### src/hdl/idl_pkg.sv
// ----------------------------------------------------------------------------
// idl_pkg
// Shared types, constants and table of the interferometer DOA likelihood block.
// ----------------------------------------------------------------------------
package idl_pkg;

  localparam int MAX_CHANNELS = 8;
  localparam int SUM_WIDTH    = 48;
  localparam int DIMENSIONS   = 3;

  localparam int PAIRS   = MAX_CHANNELS * (MAX_CHANNELS - 1) / 2;
  localparam int CH_W    = $clog2(MAX_CHANNELS);
  localparam int PAIR_W  = $clog2(PAIRS);
  localparam int USED_W  = $clog2(MAX_CHANNELS + 1);
  localparam int COORD_W = 16;
  localparam int POS_W   = DIMENSIONS * COORD_W;
  localparam int DIM_W   = $clog2(DIMENSIONS);
  localparam int SH_W    = $clog2(SUM_WIDTH);
  localparam int DOT_W   = 52;
  localparam int NUM_W   = 34 + PAIR_W;
  localparam int DEN_W   = 33 + PAIR_W;
  localparam int DIVN_W  = NUM_W + 15;
  localparam int DIVC_W  = $clog2(DIVN_W);

  localparam int          CORDIC_STEPS = 16;
  localparam logic [33:0] CORDIC_K_Q30 = 34'd652032874;
  localparam logic [15:0] LH_ONE       = 16'd16384;

  typedef enum logic [1:0] {
    CMD_CLEAR    = 2'd0,
    CMD_LOAD_POS = 2'd1,
    CMD_LOAD_SMP = 2'd2,
    CMD_EVALUATE = 2'd3
  } cmd_e;

  typedef enum logic [1:0] {
    CFG_ACTIVE_CHANNELS = 2'd0,
    CFG_WINDOW_FIRST    = 2'd1,
    CFG_WINDOW_LAST     = 2'd2,
    CFG_WAVE_NUMBER     = 2'd3
  } cfg_e;

  typedef struct packed {
    logic [1:0]         cmd;
    logic [2:0]         channel;
    logic signed [15:0] pos_x;
    logic signed [15:0] pos_y;
    logic signed [15:0] pos_z;
    logic signed [15:0] samp_re;
    logic signed [15:0] samp_im;
    logic [15:0]        azimuth;
    logic signed [15:0] elevation;
  } in_item_t;

  typedef struct packed {
    logic signed [15:0] likelihood;
    logic               no_signal;
  } out_item_t;

  // controller -> datapath
  typedef struct packed {
    logic capture;
    logic clear;
    logic pos_wr;
    logic smp_wr;
    logic pair_rst;
    logic pair_next;
    logic cm_mul;
    logic cm_acc;
    logic idx_bump;
    logic ev_init;
    logic cord_az;
    logic cord_el;
    logic cord_ph;
    logic cap_az;
    logic cap_el;
    logic cap_ph;
    logic dir0;
    logic dir1;
    logic max_step;
    logic sh_step;
    logic ev_load;
    logic dot_step;
    logic phase;
    logic n0;
    logic n1;
    logic n2;
    logic m0;
    logic m1;
    logic sq_load;
    logic sq_step;
    logic den_add;
    logic div_load;
    logic div_step;
    logic res_write;
  } idl_cmd_t;

  // datapath -> controller
  typedef struct packed {
    cmd_e cmd;
    logic commit_go;
    logic in_window;
    logic pair_used;
    logic pair_last;
    logic cord_done;
    logic sh_done;
    logic dot_done;
    logic sq_done;
    logic den_zero;
    logic div_done;
    logic out_free;
  } idl_stat_t;

  // arctangent of 2^-k, 2^32 per turn
  function automatic logic [31:0] atan_turn(input logic [3:0] k);
    logic [31:0] r;
    case (k)
      4'd0:    r = 32'd536870912;
      4'd1:    r = 32'd316933406;
      4'd2:    r = 32'd167458907;
      4'd3:    r = 32'd85004756;
      4'd4:    r = 32'd42667331;
      4'd5:    r = 32'd21354465;
      4'd6:    r = 32'd10679838;
      4'd7:    r = 32'd5340245;
      4'd8:    r = 32'd2670163;
      4'd9:    r = 32'd1335087;
      4'd10:   r = 32'd667544;
      4'd11:   r = 32'd333772;
      4'd12:   r = 32'd166886;
      4'd13:   r = 32'd83443;
      4'd14:   r = 32'd41722;
      4'd15:   r = 32'd20861;
      default: r = 32'd0;
    endcase
    return r;
  endfunction

endpackage

### src/hdl/idl_ctrl.sv
// ----------------------------------------------------------------------------
// idl_ctrl
// Sequencer: decodes an item and steps the datapath through clear, load, commit or evaluate.
// ----------------------------------------------------------------------------
module idl_ctrl (
  input  logic               clk_i,
  input  logic               rst_ni,
  input  logic               in_valid_i,
  output logic               in_ready_o,
  input  idl_pkg::idl_stat_t stat_i,
  output idl_pkg::idl_cmd_t  cmd_o
);
  import idl_pkg::*;

  typedef enum logic [28:0] {
    S_IDLE    = 29'(1) << 0,
    S_DECODE  = 29'(1) << 1,
    S_CM_RD   = 29'(1) << 2,
    S_CM_MUL  = 29'(1) << 3,
    S_CM_ACC  = 29'(1) << 4,
    S_CM_END  = 29'(1) << 5,
    S_EV_CA   = 29'(1) << 6,
    S_EV_CAW  = 29'(1) << 7,
    S_EV_CEW  = 29'(1) << 8,
    S_EV_DIR0 = 29'(1) << 9,
    S_EV_DIR1 = 29'(1) << 10,
    S_EV_MAX  = 29'(1) << 11,
    S_EV_SH   = 29'(1) << 12,
    S_EV_RD   = 29'(1) << 13,
    S_EV_DOT  = 29'(1) << 14,
    S_EV_PH   = 29'(1) << 15,
    S_EV_CS   = 29'(1) << 16,
    S_EV_CW   = 29'(1) << 17,
    S_EV_N0   = 29'(1) << 18,
    S_EV_N1   = 29'(1) << 19,
    S_EV_N2   = 29'(1) << 20,
    S_EV_M0   = 29'(1) << 21,
    S_EV_M1   = 29'(1) << 22,
    S_EV_SQ0  = 29'(1) << 23,
    S_EV_SQ   = 29'(1) << 24,
    S_EV_DEN  = 29'(1) << 25,
    S_EV_DIV0 = 29'(1) << 26,
    S_EV_DIV  = 29'(1) << 27,
    S_EV_OUT  = 29'(1) << 28
  } state_e;

  state_e state_q, state_d;

  always_comb begin
    state_d = state_q;
    cmd_o   = '0;
    case (state_q)
      S_IDLE: begin
        if (in_valid_i) begin
          cmd_o.capture = 1'b1;
          state_d = S_DECODE;
        end
      end
      S_DECODE: begin
        case (stat_i.cmd)
          CMD_CLEAR: begin
            cmd_o.clear = 1'b1;
            state_d = S_IDLE;
          end
          CMD_LOAD_POS: begin
            cmd_o.pos_wr = 1'b1;
            state_d = S_IDLE;
          end
          CMD_LOAD_SMP: begin
            cmd_o.smp_wr = 1'b1;
            if (!stat_i.commit_go) begin
              state_d = S_IDLE;
            end else if (stat_i.in_window) begin
              cmd_o.pair_rst = 1'b1;
              state_d = S_CM_RD;
            end else begin
              state_d = S_CM_END;
            end
          end
          CMD_EVALUATE: begin
            cmd_o.ev_init = 1'b1;
            state_d = S_EV_CA;
          end
          default: state_d = S_IDLE;
        endcase
      end
      S_CM_RD: begin
        if (stat_i.pair_used) begin
          state_d = S_CM_MUL;
        end else if (stat_i.pair_last) begin
          state_d = S_CM_END;
        end else begin
          cmd_o.pair_next = 1'b1;
        end
      end
      S_CM_MUL: begin
        cmd_o.cm_mul = 1'b1;
        state_d = S_CM_ACC;
      end
      S_CM_ACC: begin
        cmd_o.cm_acc = 1'b1;
        if (stat_i.pair_last) begin
          state_d = S_CM_END;
        end else begin
          cmd_o.pair_next = 1'b1;
          state_d = S_CM_RD;
        end
      end
      S_CM_END: begin
        cmd_o.idx_bump = 1'b1;
        state_d = S_IDLE;
      end
      S_EV_CA: begin
        cmd_o.cord_az = 1'b1;
        state_d = S_EV_CAW;
      end
      S_EV_CAW: begin
        if (stat_i.cord_done) begin
          cmd_o.cap_az  = 1'b1;
          cmd_o.cord_el = 1'b1;
          state_d = S_EV_CEW;
        end
      end
      S_EV_CEW: begin
        if (stat_i.cord_done) begin
          cmd_o.cap_el = 1'b1;
          state_d = S_EV_DIR0;
        end
      end
      S_EV_DIR0: begin
        cmd_o.dir0 = 1'b1;
        state_d = S_EV_DIR1;
      end
      S_EV_DIR1: begin
        cmd_o.dir1     = 1'b1;
        cmd_o.pair_rst = 1'b1;
        state_d = S_EV_MAX;
      end
      S_EV_MAX: begin
        cmd_o.max_step = 1'b1;
        if (stat_i.pair_last) begin
          cmd_o.pair_rst = 1'b1;
          state_d = S_EV_SH;
        end else begin
          cmd_o.pair_next = 1'b1;
        end
      end
      S_EV_SH: begin
        if (stat_i.sh_done) begin
          state_d = S_EV_RD;
        end else begin
          cmd_o.sh_step = 1'b1;
        end
      end
      S_EV_RD: begin
        if (stat_i.pair_used) begin
          cmd_o.ev_load = 1'b1;
          state_d = S_EV_DOT;
        end else if (stat_i.pair_last) begin
          state_d = S_EV_DIV0;
        end else begin
          cmd_o.pair_next = 1'b1;
        end
      end
      S_EV_DOT: begin
        cmd_o.dot_step = 1'b1;
        if (stat_i.dot_done) state_d = S_EV_PH;
      end
      S_EV_PH: begin
        cmd_o.phase = 1'b1;
        state_d = S_EV_CS;
      end
      S_EV_CS: begin
        cmd_o.cord_ph = 1'b1;
        state_d = S_EV_CW;
      end
      S_EV_CW: begin
        if (stat_i.cord_done) begin
          cmd_o.cap_ph = 1'b1;
          state_d = S_EV_N0;
        end
      end
      S_EV_N0: begin
        cmd_o.n0 = 1'b1;
        state_d = S_EV_N1;
      end
      S_EV_N1: begin
        cmd_o.n1 = 1'b1;
        state_d = S_EV_N2;
      end
      S_EV_N2: begin
        cmd_o.n2 = 1'b1;
        state_d = S_EV_M0;
      end
      S_EV_M0: begin
        cmd_o.m0 = 1'b1;
        state_d = S_EV_M1;
      end
      S_EV_M1: begin
        cmd_o.m1 = 1'b1;
        state_d = S_EV_SQ0;
      end
      S_EV_SQ0: begin
        cmd_o.sq_load = 1'b1;
        state_d = S_EV_SQ;
      end
      S_EV_SQ: begin
        cmd_o.sq_step = 1'b1;
        if (stat_i.sq_done) state_d = S_EV_DEN;
      end
      S_EV_DEN: begin
        cmd_o.den_add = 1'b1;
        if (stat_i.pair_last) begin
          state_d = S_EV_DIV0;
        end else begin
          cmd_o.pair_next = 1'b1;
          state_d = S_EV_RD;
        end
      end
      S_EV_DIV0: begin
        if (stat_i.den_zero) begin
          state_d = S_EV_OUT;
        end else begin
          cmd_o.div_load = 1'b1;
          state_d = S_EV_DIV;
        end
      end
      S_EV_DIV: begin
        cmd_o.div_step = 1'b1;
        if (stat_i.div_done) state_d = S_EV_OUT;
      end
      S_EV_OUT: begin
        if (stat_i.out_free) begin
          cmd_o.res_write = 1'b1;
          state_d = S_IDLE;
        end
      end
      default: state_d = S_IDLE;
    endcase
  end

  always_ff @(posedge clk_i or negedge rst_ni) begin
    if (!rst_ni) begin
      state_q <= S_IDLE;
    end else begin
      state_q <= state_d;
    end
  end

  assign in_ready_o = state_q == S_IDLE;

endmodule

### config.mk
export PLATFORM = sky130hd
export DESIGN_NAME = idl_ctrl
export DESIGN_NICKNAME = d
export VERILOG_FILES = /design/src/hdl/idl_pkg.sv /design/src/hdl/idl_ctrl.sv
export SDC_FILE = /design/constraint.sdc
export NUM_CORES = 1
export LEC_CHECK = 0
export BUFFER_PORTS_ARGS = -buffer_cell sky130_fd_sc_hd__buf_2
export CORE_UTILIZATION = 33
export DETAILED_ROUTE_END_ITERATION = 6
export SETUP_SLACK_MARGIN = 0.2
export SLEW_MARGIN = 20
export SYNTH_ARGS = -nofsm -noshare
export SYNTH_HDL_FRONTEND = slang
export SYNTH_SLANG_ARGS = --single-unit
### constraint.sdc
create_clock -name clk_i -period 5.6 [get_ports clk_i]
set_input_delay 0.28 -clock clk_i [delete_from_list [all_inputs] [get_ports clk_i]]
set_output_delay 0.28 -clock clk_i [all_outputs]
set_load 0.02 [all_outputs]
==> summary.md <==
| Metric | Value |
|---|---|
| YS warnings | 0 |
| Peak Freq | between 200 and 300 MHz |
| Dpl ws | around 2.3 ns |
| Crit-path max FO | 10 |
| FF-to-FF End | state_q[13]$_DFFE_PN0P_ |
| Total power | about 0.68 mW |
| PortBufs | 50 |
| Resize count post-CTS | 0 |
| Vias/cell | approximately 5.6 |
| Hold Slack | around 0.023 ns |
| Vias | between 1.5k and 2k |
| Largest regs | state_q x29 |
| Avg WL per Cell | between 15 and 20 um |
| I/O pins | between 50 and 60 |
| Post-CTS Setup Bufs | 0 |
| Period minus WS final | 3.656 ns |
| Die Height | 80.78 um |
| Crit start category | flop |
| Layout cells sized above 1 | ~27% |
| Slew headroom | 39.40% |
| Seq cells post-synth | 29 |
| Starting Density | between 30% and 40% |
| Total GRT Usage | a little under a fifth |
| Largest net degree at the start of global routing | 30 |
| WP data arrival | about 3.4 ns |
| Final Hold Viols | 0 |
| Setup tns final | 0 ns |
| Core box area | around 6000 um2 |
| DP Wirelength | 4.446 mm |
| Clk Latency, worst-skew pair | approximately 0.29 ns |
| Worst-Margin Slew | just over 0.9 ns |
| Slowest CP cell | or4_1 |
| Area grow syn2layout | 19.30% |
| WS Path Type | reg2out |
| Setup ws final | a little under 2 ns |
| Critical path buffer and inverter count | 1 |
| Outcome | finished, final reports clean |
| Net switching power figure | between 0.2 and 0.3 mW |
| Min-Delay Path Class | in2async |
| Most frequent cells in the layout | buf_2 (50), dfrtp_1 (28), nor2_1 (23) |
| Clock transition at path regs | around 0.070 ns |
| Critical R2R Launch | state_q[24]$_DFFE_PN0P_ |
| Synth async-reset ratio | 100.0% |
| Fin nets | approximately 300 |
| Iter 0 DRT Violations | roughly 190 |
| Residual DRC count | 0 |
| ANT nets after route | 0 |
| Pwr/cell area | approximately 280 nW/um2 |
| Reg2Reg Setup Slack | 2.16 ns |
| Internal power | between 0.4 and 0.5 mW |
| Die W | between 80 and 90 um |
| Comb pwr share | a little over a third |
| Antenna violations before repair | 0 |
| Sequential share of the synthesized area | 35.49% |
| Remaining global-route overflow | 0 |
| Number of global-route vias before repair | 1,890 |
| Worst-case clock buffer depth | 2 |
| P_leak | 1.215 nW |
| Synthesized area | just over 2000 um2 |
| Required @ worst endpoint | about 5.3 ns |
| Largest register by flop count | state_q |
| Root buf cell | clkbuf_8 |
| Critical Path End Type | output port |
| TritonCTS clock tree | done |
| Hold_buf cts | 0 |
| CP Cell Sequence | nor4_1, nand4b_1, or4_1, nor3b_2, and3_1, a21o_1, buf_2 |
| Pins Over Slew Limit | 0 |
| Synth Flop Type | dfrtp_1 |
| Drt first pass iters | 4 |
| Die footprint | between 6000 and 7000 um2 |
| Tcrit/Tclk final | between 60% and 70% |
| Clk sinks | 29 |
| Power share of the clock group | about 29% |
| Cells after Synth | approximately 230 |
| Most common cell after layout, fill and taps aside | buf_2 |
| Cell Rows | 28 |
| Reg power frac | a little over a third |
| CP peak stage delay | about 0.74 ns |
| Count of cell types in the netlist | 56 |
| RSZ-0062 raised after global routing | false |
| Drt total wl | slightly below 6 mm |
| Syn nets | between 200 and 250 |
| Largest register FFs | 29 |
| Crit path max-delay family | simple AND/OR/NAND/NOR gates |
| Syn Area/Cell | 8.867 um2 |
| First-pass GRT wire length | 9.370 mm |
| Antenna cells | 0 |
| Finish-stage setup viols | 0 |
| Post-synth EDFFs | 0 |
| RD Place Congestion | approximately 0.83 |
| H-tree levels | 2 |
| Worst IR Drop VDD | ~0.14 mV |
| Reg2reg path depth | 7 |
| Switching Share | 38.35% |
| Max Cap Violations | 0 |
| Num CTS Buffers | 5 |
| Clk_skew | approximately 0.012 ns |
-- how the worst max path moves through the flow --
stage | slack (ns) | from | to | cells after the start
after CTS | 1.93 | state_q[24]$_DFFE_PN0P_ | cmd_o[29] | 7
after global routing | 1.57 | state_q[24]$_DFFE_PN0P_ | cmd_o[29] | 7
after global placement | 2.30 | state_q[17]$_DFFE_PN0P_ | cmd_o[29] | 7
after detailed placement | 2.25 | state_q[24]$_DFFE_PN0P_ | cmd_o[29] | 7
after floorplan | 2.57 | state_q[24]$_DFFE_PN0P_ | cmd_o[29] | 7
final | 1.94 | state_q[24]$_DFFE_PN0P_ | cmd_o[29] | 7
-- worst reg2reg max path, stage by stage, from the launching register on --
cell	delay (ns)
dfrtp_1	0.44
nor4_1	0.70
nand2b_1	0.43
or3_4	0.52
or3b_4	0.42
o221a_2	0.30
o311ai_2	0.25
mux2i_1	0.28
-- final cells by class --
| type | instances | area [um2] |
|---|---|---|
| fillers | 632 | 3512 |
| flip-flops and latches | 29 | 726.9 |
| clock buffers | 7 | 96.34 |
| inverters | 8 | 30.03 |
| multi-input cells | 186 | 1241 |
| well taps | 75 | 93.84 |
| clock inverters | 1 | 5.005 |
| repair buffers | 50 | 250.2 |
-- per-layer routing --
| layer | track usage (%) | share of wire, % | vias up |
|---|---|---|---|
| li1 | - | - | 977 |
| met1 | 26.01 | 47 | 932 |
| met2 | 31.27 | 46 | 67 |
| met3 | 4.157 | 5.3 | 7 |
| met4 | 4.286 | 1.2 | 0 |
| met5 | 0 | 0 | - |
-- Yosys cell counts (2+ instances only) --
master / count / area share, %
dfrtp_1: 28 / 34
nor2_1: 23 / 4.2
nor4_1: 17 / 5.2
nor3b_1: 14 / 5.1
nor3_1: 12 / 2.9
nand2_1: 11 / 2.0
nand2b_1: 10 / 3.1
inv_1: 8 / 1.5
or4_1: 8 / 2.9
a21oi_1: 6 / 1.5
nand3_1: 6 / 1.5
or3_1: 6 / 1.8
a21o_1: 5 / 1.8
nand4b_1: 5 / 2.1
or2_2: 5 / 1.5
and2_1: 4 / 1.2
clkbuf_1: 4 / 0.73
nor2b_1: 4 / 1.2
o21ai_0: 4 / 0.98
xnor2_1: 4 / 1.7
nand3b_1: 3 / 1.1
nand4_1: 3 / 0.92
o22ai_1: 3 / 0.92
and4b_1: 2 / 0.98
buf_6: 2 / 1.1
nor4_2: 2 / 1.2
nor4_4: 2 / 2.1
o32ai_1: 2 / 0.86
-- power groups by stage --
stage               registers (mW)  logic (mW)  clock network (mW)
floorplan                    0.234       0.184                   0
global placement             0.237       0.246                   0
detailed placement           0.238       0.245                   0
CTS                          0.234       0.246               0.199
global route                 0.235       0.273               0.207
finish                       0.234       0.247               0.194
-- kinds of logic after synthesis --
| logic type | share of synthesized area (%) |
|---|---|
| AOI/OAI and AO/OA | 11.97 |
| muxes | 0.4887 |
| and+or+nand+nor | 46.00 |
| xor gates and xnor gates | 2.138 |
| buffers and inverters | 3.909 |
| DFF | 35.49 |
-- metrics by stage --
| stage | instance area (um2) | utilization [%] | std cells |
|---|---|---|---|
| floorplan | 2048 | - | 231 |
| global placement | 2342 | 39.33 | 348 |
| detailed placement | 2342 | 39.33 | 348 |
| CTS | 2444 | 41.03 | 356 |
| global route | 2444 | 41.03 | 356 |
| finish | 2444 | 41.03 | 356 |
No activity file was read; power rests on OpenSTA's default activity.
